File: config.mk
export PLATFORM = sky130hd
export DESIGN_NAME = tsp_div_cell
export DESIGN_NICKNAME = d
export VERILOG_FILES = /design/src/sv/tsp_pkg.sv /design/src/sv/tsp_div_cell.sv
export SDC_FILE = /design/constraint.sdc
export NUM_CORES = 1
export LEC_CHECK = 0
export BUFFER_PORTS_ARGS = -buffer_cell sky130_fd_sc_hd__buf_4
export CORE_MARGIN = 2
export CORE_UTILIZATION = 49
export CTS_BUF_LIST = sky130_fd_sc_hd__clkbuf_2
export DETAILED_ROUTE_END_ITERATION = 8
export PLACE_DENSITY = 0.87
export SYNTH_ARGS = -nofsm -noshare
export SYNTH_HDL_FRONTEND = slang
export SYNTH_SLANG_ARGS = --single-unit
File: constraint.sdc
create_clock -name clk -period 3.23 [get_ports clk]
set_input_delay 0.1615 -clock clk [delete_from_list [all_inputs] [get_ports clk]]
set_output_delay 0.1615 -clock clk [all_outputs]
set_load 0.05 [all_outputs]
File: src/sv/tsp_pkg.sv
// ----------------------------------------------------------------------------
// tsp_pkg: shared types and constants of the triangle sphere projector
// Coordinate, division and square-root widths, and the cell payload structs.
// ----------------------------------------------------------------------------
`default_nettype none

package tsp_pkg;

	localparam int COORD_W     = 16;
	localparam int VERTS       = 3;
	localparam int AXES        = 3;
	localparam int Q_W         = 32;           // exact quadrance, Q8.24
	localparam int QUO_W       = 48;           // quotient bits kept below saturation
	localparam int NUM_SHIFT   = 44;           // squared radius << 44
	localparam int SQ_W        = 16;           // squared radius width
	localparam int SAT_SHIFT   = QUO_W - NUM_SHIFT;
	localparam int ROOT_W      = QUO_W / 2;    // ratio, Q8.16
	localparam int SREM_W      = ROOT_W + 1;
	localparam int DIV_STEPS   = QUO_W;
	localparam int SQRT_STEPS  = ROOT_W;
	localparam int FRAC_SHIFT  = 16;
	localparam int PROD_W      = COORD_W + ROOT_W + 1;
	localparam int DATA_W      = VERTS * AXES * COORD_W;
	localparam logic [SQ_W-1:0] SPHERE_RESET = 16'd14819;

	typedef struct packed {
		logic signed [COORD_W-1:0] z;
		logic signed [COORD_W-1:0] y;
		logic signed [COORD_W-1:0] x;
	} vtx_t;

	typedef struct packed {
		logic [Q_W-1:0]   rem;
		logic [QUO_W-1:0] quo;
		logic [Q_W-1:0]   q;
		logic             sat;
		vtx_t             v;
	} div_t;

	typedef struct packed {
		logic [SREM_W-1:0] rem;
		logic [ROOT_W-1:0] root;
		logic [QUO_W-1:0]  m;
		logic              sat;
		vtx_t              v;
	} sqrt_t;

endpackage

`default_nettype wire

File: src/sv/tsp_div_cell.sv
// ----------------------------------------------------------------------------
// tsp_div_cell: one restoring division step
// Shifts in one numerator bit, subtracts the divisor when it fits and
// appends one quotient bit; hands the vertex on to the next cell.
// ----------------------------------------------------------------------------
`default_nettype none

module tsp_div_cell import tsp_pkg::*; (
	input  logic clk,
	input  logic en,
	input  logic num_bit,
	input  div_t d_in,
	output div_t d_out
);

	logic [Q_W:0] rem_ext;
	logic [Q_W:0] diff;
	logic         ge;

	// trial subtract of the divisor
	assign rem_ext = {d_in.rem, num_bit};
	assign diff    = rem_ext - {1'b0, d_in.q};
	assign ge      = rem_ext >= {1'b0, d_in.q};

	// advance the step
	always_ff @(posedge clk) begin
		if (en) begin
			d_out.rem <= ge ? diff[Q_W-1:0] : rem_ext[Q_W-1:0];
			d_out.quo <= {d_in.quo[QUO_W-2:0], ge};
			d_out.q   <= d_in.q;
			d_out.sat <= d_in.sat;
			d_out.v   <= d_in.v;
		end
	end

endmodule

`default_nettype wire

==> impl_results.md <==
* Status: completed
* Max reg flops at 161
* Postcts setup bufs at 0
* Cell Rows at 44
* GRT Util Overall at 34.3%
* Hold-fix buffers, CTS at 161
* Post-synthesis sequential area ratio at 67.5%
* Initial Util at 49.7%
* Endpoints failing hold at 0
* Crit Path Category: in -> reg
* Wirelength per Cell at 22.2 um
* Top post-synthesis cells by area: edfxtp_1 68%, ha_1 5.6%, a21oi_1 3.8%
* Data arrival time of the worst path at 3310 ps
* Final WL at 26900 um
* Pre-Repair DR Iteration Count at 5
* Vias/cell at 5.37
* Port Buffer Count at 323
* Cts repair resizes at 0
* Hold Crit Class: in -> reg
* Number of synthesized register bits at 161
* Total CTS buffers at 17
* FFs w/ async S/R, synth at 0%
* Layout cell share with drive strength beyond 1 at 36.8%
* Area leader, netlist: edfxtp_1
* Die height at 125 um
* Syn_nets at 717
* Worst-path fanout max at 12
* Cell chain of the critical path: dlygate4sd3_1, buf_4, inv_1, ha_1, and3_1, nand4_1, nor4b_1, a21o_1, o21a_2, buf_4, mux2_4
* CTS tree: built
* P&R area growth vs syn at 63.3%
* Crit path max-delay cell type: dlygate4sd3_1
* Biggest registers after layout: d_out x161
* Die ar. at 15600 um2
* Clk sinks at 161
* CTS H-tree depth at 4
* First-pass GRT wire length at 39800 um
* Post-Place Cells at 1018
* Nature of the critical path endpoint: flip-flop
* Mapped Avg Cell Area at 13.8 um2
* Worst rel slew slack at 61.2%
* Max incr delay on CP at 550 ps
* Core Footprint at 14400 um2
* Post-DP Area at 9800 um2
* CTS root buf: clkbuf_2
* Lkg Pwr at 5.13 nW
* Commonest non-fill, non-tap cell in the layout: buf_4
* Final ANT Viol Nets at 0
* Final Cycle Share at 86.3%
* Worst-Margin Slew at 582 ps
* Vias at 6513
* Hold_sp: d_in[13]
* PwrDens at 504 nW/um2
* Top reg by flops: d_out
* Max Cap Viol at 0
* DR DRC count at 0
* Final setup vio count at 0
* Worst EP required at 3750 ps
* Vias in the first global route at 6627
* Final instance area at 11700 um2
* Number of synthesized flops with an enable pin at 161
* Initial antenna violation count at 2
* RSZ-0062 raised after global routing: false
* Clock Pin Slew Worst Setup and Hold Paths at 300 ps
* Sequential cell area at 4830 um2
* Congestion Overflow GR at 0
* Initial DRC count at 635
* Multi-input gate area at 2040 um2
* Post-Synthesis Cells at 520
* Max frequency at 0.359 GHz
* Largest net degree at the start of global routing at 86
* Die W at 125 um
* Maximum VDD drop at 0.000323 V
* DP HPWL at 16800 um
* Warnings, synthesis at 0
* RePlAce Congestion at 0.858
* Slew Limit Fails at 0
* Fill count at 789
* Most used DFF post-synth: edfxtp_1
* Startpoint types: input pin
* Period minus WS final at 2790 ps
* Sum Neg Setup Slack at 0 ps
* Netlist cell types at 49
* Synth top area share at 67.5%
* Clock Path Buffers at 2
* Worst hold endpoint: d_out[13]
* Fin cells at 1213
* Most frequent cells in the layout: 328 x buf_4, 161 x edfxtp_1, 161 x dlygate4sd3_1, 54 x a21oi_1, 46 x inv_1
* Io pins at 325
* Crit path top cell by count: buf_4
* Worst Hold Path Cells at 2
* Nets at 1211
* Synth Cell Area at 7160 um2
## cells by family (layout without fill, tap and decap cells)
logic type      Yosys count  in the layout  share of synthesized area [%]
compound gates          120            120                           10.2
xor+xnor                 26             26                           3.18
fa+ha+maj                33             33                           5.87
buf+inv                  63            570                           3.97
flops                   161            161                           67.5
mux                      10             10                           1.96
other cells               0              2                              0
simple gates            107            107                           7.30
## critical path: cells and delay by family
kind	cells	cell delay (ps)
AOI/OAI and AO/OA	2	520
adders and majority gates	1	400
buffers and inverters	4	970
muxes	1	310
and+or+nand+nor	3	940
## synth_stat cells (all sizes together), types with 2 or more instances
library cell  instances
a211oi                3
and2                  3
buf                  11
a31oi                 2
and3                  2
o21ai                21
a2111oi               4
clkbuf                6
edfxtp              161
nor2                 37
nor3                  3
mux2i                 2
nand3                 8
or3                   2
a21o                  8
mux2                  8
xor2                 10
o21a                  6
o211ai                2
nor2b                 2
o31ai                 7
or2                   2
nor4b                 2
a21oi                55
nand2                24
a31o                  2
nand2b                7
ha                   32
inv                  46
o21bai                5
nand4                 8
nand4b                2
xnor2                16
## metrics by stage
stage               worst slack (ps)  power (mW)  util (%)  hold slack [ps]
floorplan                        700        3.78         -              260
global placement                 317        4.38      67.9              340
detailed placement               321        4.42      67.9              341
CTS                              592        5.81      81.1             43.5
global route                     271        6.08      81.1             11.8
finish                           441        5.90      81.1             95.3
## how the worst max path moves through the flow
stage	from	endpoint	slack [ps]	depth (start not counted)
after floorplan	d_in[72]	d_out[133]	700	11
after global placement	d_in[72]	d_out[133]	320	10
after detailed placement	d_in[72]	d_out[133]	320	11
after CTS	d_in[150]	d_out[160]	590	10
after global routing	d_in[51]	d_out[160]	270	12
final	d_in[71]	d_out[160]	440	11
## layer usage
metal	GRT usage [%]	wire [um]	vias up
met5	0	0	-
met4	16.3	1190	0
met3	7.09	1900	64
met2	61.0	13900	396
met1	39.6	9880	3137
li1	-	-	2916
## report_power, final
| part | internal (mW) | switching, mW | total [mW] |
|---|---|---|---|
| clock | 0.462 | 0.827 | 1.29 |
| combinational | 0.728 | 1.26 | 1.99 |
| sequential | 2.54 | 0.0788 | 2.62 |
## layout make-up
cell class	count	area share, %
Sequential cell	161	41.3
Timing Repair Buffer	492	35.3
Multi-Input combinational cell	296	17.5
Tap cell	184	1.97
Clock inverter	15	1.71
Inverter	46	1.48
Clock buffer	17	0.727
Antenna cell	2	0.0428
No activity file was read; power rests on OpenSTA's default activity.
