[config.mk]
export PLATFORM = sky130hd
export DESIGN_NAME = tsp_sqrt_cell
export DESIGN_NICKNAME = d
export VERILOG_FILES = /design/src/sv/tsp_pkg.sv /design/src/sv/tsp_sqrt_cell.sv
export SDC_FILE = /design/constraint.sdc
export NUM_CORES = 1
export LEC_CHECK = 0
export BUFFER_PORTS_ARGS = -buffer_cell sky130_fd_sc_hd__buf_2
export CORE_MARGIN = 3
export CORE_UTILIZATION = 40
export DETAILED_ROUTE_END_ITERATION = 10
export PLACE_DENSITY = 0.82
export SYNTH_ARGS = -nofsm -noshare
export SYNTH_HDL_FRONTEND = slang
export SYNTH_SLANG_ARGS = --single-unit
[constraint.sdc]
create_clock -name clk -period 2.4 [get_ports clk]
set_input_delay 0.36 -clock clk [delete_from_list [all_inputs] [get_ports clk]]
set_output_delay 0.36 -clock clk [all_outputs]
set_load 0.03 [all_outputs]
[src/sv/tsp_pkg.sv]
// ----------------------------------------------------------------------------
// tsp_pkg: shared types and constants of the triangle sphere projector
// Coordinate, division and square-root widths, and the cell payload structs.
// ----------------------------------------------------------------------------
`default_nettype none

package tsp_pkg;

	localparam int COORD_W     = 16;
	localparam int VERTS       = 3;
	localparam int AXES        = 3;
	localparam int Q_W         = 32;           // exact quadrance, Q8.24
	localparam int QUO_W       = 48;           // quotient bits kept below saturation
	localparam int NUM_SHIFT   = 44;           // squared radius << 44
	localparam int SQ_W        = 16;           // squared radius width
	localparam int SAT_SHIFT   = QUO_W - NUM_SHIFT;
	localparam int ROOT_W      = QUO_W / 2;    // ratio, Q8.16
	localparam int SREM_W      = ROOT_W + 1;
	localparam int DIV_STEPS   = QUO_W;
	localparam int SQRT_STEPS  = ROOT_W;
	localparam int FRAC_SHIFT  = 16;
	localparam int PROD_W      = COORD_W + ROOT_W + 1;
	localparam int DATA_W      = VERTS * AXES * COORD_W;
	localparam logic [SQ_W-1:0] SPHERE_RESET = 16'd14819;

	typedef struct packed {
		logic signed [COORD_W-1:0] z;
		logic signed [COORD_W-1:0] y;
		logic signed [COORD_W-1:0] x;
	} vtx_t;

	typedef struct packed {
		logic [Q_W-1:0]   rem;
		logic [QUO_W-1:0] quo;
		logic [Q_W-1:0]   q;
		logic             sat;
		vtx_t             v;
	} div_t;

	typedef struct packed {
		logic [SREM_W-1:0] rem;
		logic [ROOT_W-1:0] root;
		logic [QUO_W-1:0]  m;
		logic              sat;
		vtx_t              v;
	} sqrt_t;

endpackage

`default_nettype wire

[src/sv/tsp_sqrt_cell.sv]
// ----------------------------------------------------------------------------
// tsp_sqrt_cell: one digit step of the integer square root
// Takes two radicand bits, tries root*4+1 against the partial remainder and
// appends one root bit.
// ----------------------------------------------------------------------------
`default_nettype none

module tsp_sqrt_cell import tsp_pkg::*; (
	input  logic  clk,
	input  logic  en,
	input  sqrt_t s_in,
	output sqrt_t s_out
);

	logic [SREM_W+1:0] rem_ext;
	logic [SREM_W+1:0] trial;
	logic [SREM_W+1:0] diff;
	logic              ge;

	// trial subtract of root*4+1
	assign rem_ext = {s_in.rem, s_in.m[QUO_W-1:QUO_W-2]};
	assign trial   = {1'b0, s_in.root, 2'b01};
	assign diff    = rem_ext - trial;
	assign ge      = rem_ext >= trial;

	// advance the step
	always_ff @(posedge clk) begin
		if (en) begin
			s_out.rem  <= ge ? diff[SREM_W-1:0] : rem_ext[SREM_W-1:0];
			s_out.root <= {s_in.root[ROOT_W-2:0], ge};
			s_out.m    <= {s_in.m[QUO_W-3:0], 2'b00};
			s_out.sat  <= s_in.sat;
			s_out.v    <= s_in.v;
		end
	end

endmodule

`default_nettype wire

==> summary.md <==
| Metric | Value |
|---|---|
| Pre-CTS WS | `-0.284 ns` |
| First-pass GRT wire length | `27800 µm` |
| Final Non-Filler Cells | `roughly 1000` |
| Largest register FFs | `between 100 and 150` |
| Finished Core Util | `~60%` |
| CTS sink count | `between 100 and 150` |
| Most frequent cell after synthesis | `edfxtp_1` |
| Post-place instance area | `roughly 8700 µm²` |
| Worst slew margin | `about 65%` |
| Full die area | `about 17000 µm²` |
| Max incr delay on CP | `between 0.4 and 0.5 ns` |
| Top flop regs | `s_out (144)` |
| Share of synthesized registers carrying an async set or reset | `0%` |
| Hold Crit Class | `input pin to flop` |
| Initial Util | `41.1%` |
| CP Launch Type | `input pin` |
| Peak supply drop | `roughly 0.5 mV` |
| Layout cells sized above 1 | `55.6%` |
| Mapped Avg Cell Area | `about 15 µm²` |
| Leak pwr | `between 4 and 5 nW` |
| EDFF count, synth | `144` |
| Area contributors post-synth | `edfxtp_1 (69%), ha_1 (5.2%), mux2_4 (3.6%), inv_1 (2.4%), a21oi_1 (2.1%)` |
| Slew @ Worst Pin | `a little over 0.5 ns` |
| Initial antenna violation count | `2` |
| Outcome | `finished, final reports clean` |
| Worst EP required | `2.57 ns` |
| Yosys warns | `0` |
| Tcrit/Tclk final | `92.3%` |
| Top-area cell type share of the netlist area | `between 60% and 70%` |
| Core Area | `roughly 15000 µm²` |
| Clock H-tree levels | `4` |
| TritonCTS buffer count | `17` |
| Most used flip-flop cell after synthesis | `edfxtp_1` |
| Worst-path fanout max | `5` |
| Per-cell routed wire length | `approximately 18 µm` |
| Cell variety after synth | `56` |
| Final worst setup slack | `roughly 0.19 ns` |
| Synth cell count leaders | `edfxtp_1 (144), inv_1 (40), a21oi_1 (26), ha_1 (26), mux2_4 (15)` |
| Resized cells post-CTS | `0` |
| First drt pass iteration count | `4` |
| Die Y | `between 100 and 150 µm` |
| Cells after Synth | `412` |
| Worst path cell trace | `buf_2, inv_1, ha_1, nand3_1, o22ai_2, o31a_1, a21oi_1, o41ai_1, xor2_1, mux2_4` |
| CTS tree | `done` |
| Die Width | `~130 µm` |
| CP Class | `input pin to flop` |
| IO buf count | `291` |
| Worst EP arrival | `between 2 and 2.5 ns` |
| Rows | `45` |
| Cell area after synthesis | `roughly 6300 µm²` |
| Unrepaired setup endpoints after global routing | `no` |
| Vias in the first global route | `approximately 5000` |
| Final GP Congestion | `0.899` |
| Fin. Hold Viols | `0` |
| Slew Viols, Final | `0` |
| Postcts setup bufs | `0` |
| Final-report setup violation count | `0` |
| Yosys top cell by area | `edfxtp_1` |
| Most flops, register | `s_out` |
| Routed Antenna Nets | `0` |
| GRT overflow | `0` |
| Slowest CP cell | `o41ai_1` |
| Cells after DPL | `978` |
| Crit. End Element | `flop` |
| Crit-path leading delay family | `compound AO/OA/AOI/OAI gates` |
| Peak Freq | `roughly 450 MHz` |
| DRT Wirelength | `around 18000 µm` |
| DRC viols | `0` |
| Max_cap viols | `0` |
| HPWL Detailed | `15000 µm` |
| Initial drt markers | `~260` |
| Area Growth Syn to Fin | `47.8%` |
| Drt via density | `slightly below 5` |
| Synthesized flop and latch total | `around 140` |
| Power, Total | `approximately 7.4 mW` |
| CTS root buf | `clkbuf_16` |
| Seq/Total Area, Yosys | `68.9%` |
| Power Density | `~800 nW/µm²` |
| Hold_buf cts | `0` |
| Total track usage | `21.3%` |
| Bufs and invs on worst path | `2` |
| Largest net degree at the start of global routing | `between 50 and 60` |
| Clock Path Buffers | `2` |
| Vias | `a little under 5000` |
| Min Clock Period, post-route | `between 2 and 2.5 ns` |
| FILL cells | `~1200` |
| # nets final | `960` |
| Diode count | `0` |
| Design Area, Final | `9280 µm²` |
| I/O pin count | `about 290` |
| Reg clk slew, reported paths | `0.07 ns` |
==> path summary, 6_finish.rpt <==
path | from | to | slack, ns | cells past startpoint
worst max-delay path | s_in[102] | s_out[142] | 0.19 | 10
worst min-delay path | s_in[61] | s_out[63] | 0.11 | 1
==> through the flow <==
stage               hold WS (ns)  TNS (ns)
CTS                       0.0877         0
global route              0.0788         0
floorplan                  0.459   -0.0614
global placement           0.537     -3.38
finish                     0.107         0
detailed placement         0.538     -4.78
==> cell usage in the layout, fill, tap and decap left out, types with 8 or more instances in the layout <==
cell,instances
nand2_1,11
buf_2,290
o21ai_0,9
xnor2_1,13
edfxtp_1,144
buf_4,75
inv_1,37
o21a_1,8
mux2_4,15
clkbuf_16,17
ha_4,10
nor2_1,13
a21oi_1,24
ha_1,16
==> per-layer routing <==
layer  vias to the layer above  global-route usage (%)  part of all wire, %
li1                       2318                       -                    -
met1                      2289                    23.1                   36
met2                       200                    37.9                   52
met3                        41                    8.12                  8.0
met4                         4                    8.05                  3.2
met5                         -                       0                 0.13
==> report_power, final <==
part / internal (mW) / switching, mW
Combinational: 0.663 / 1.03
Clock: 1.40 / 1.17
Sequential: 3.04 / 0.0580
Total: 5.10 / 2.25
==> layout make-up <==
type	count	area (µm²)	area share [%]
Clock buffer	17	425	4.59
Clock inverter	15	166	1.79
Timing Repair Buffer	369	2090	22.5
Inverter	40	158	1.70
Multi-Input combinational cell	214	1850	20.0
Sequential cell	144	4320	46.6
Tap cell	211	264	2.85
==> logic make-up after synthesis <==
logic type      count (synthesis)  synth area share (%)
flops                         144                  68.9
compound gates                 92                  10.2
buf+inv                        55                  3.93
simple gates                   53                  4.23
fa+ha+maj                      26                  5.18
mux                            23                  4.97
xor+xnor                       18                  2.51
other cells                     1                0.0598
Power figures use the tool's default switching activity.
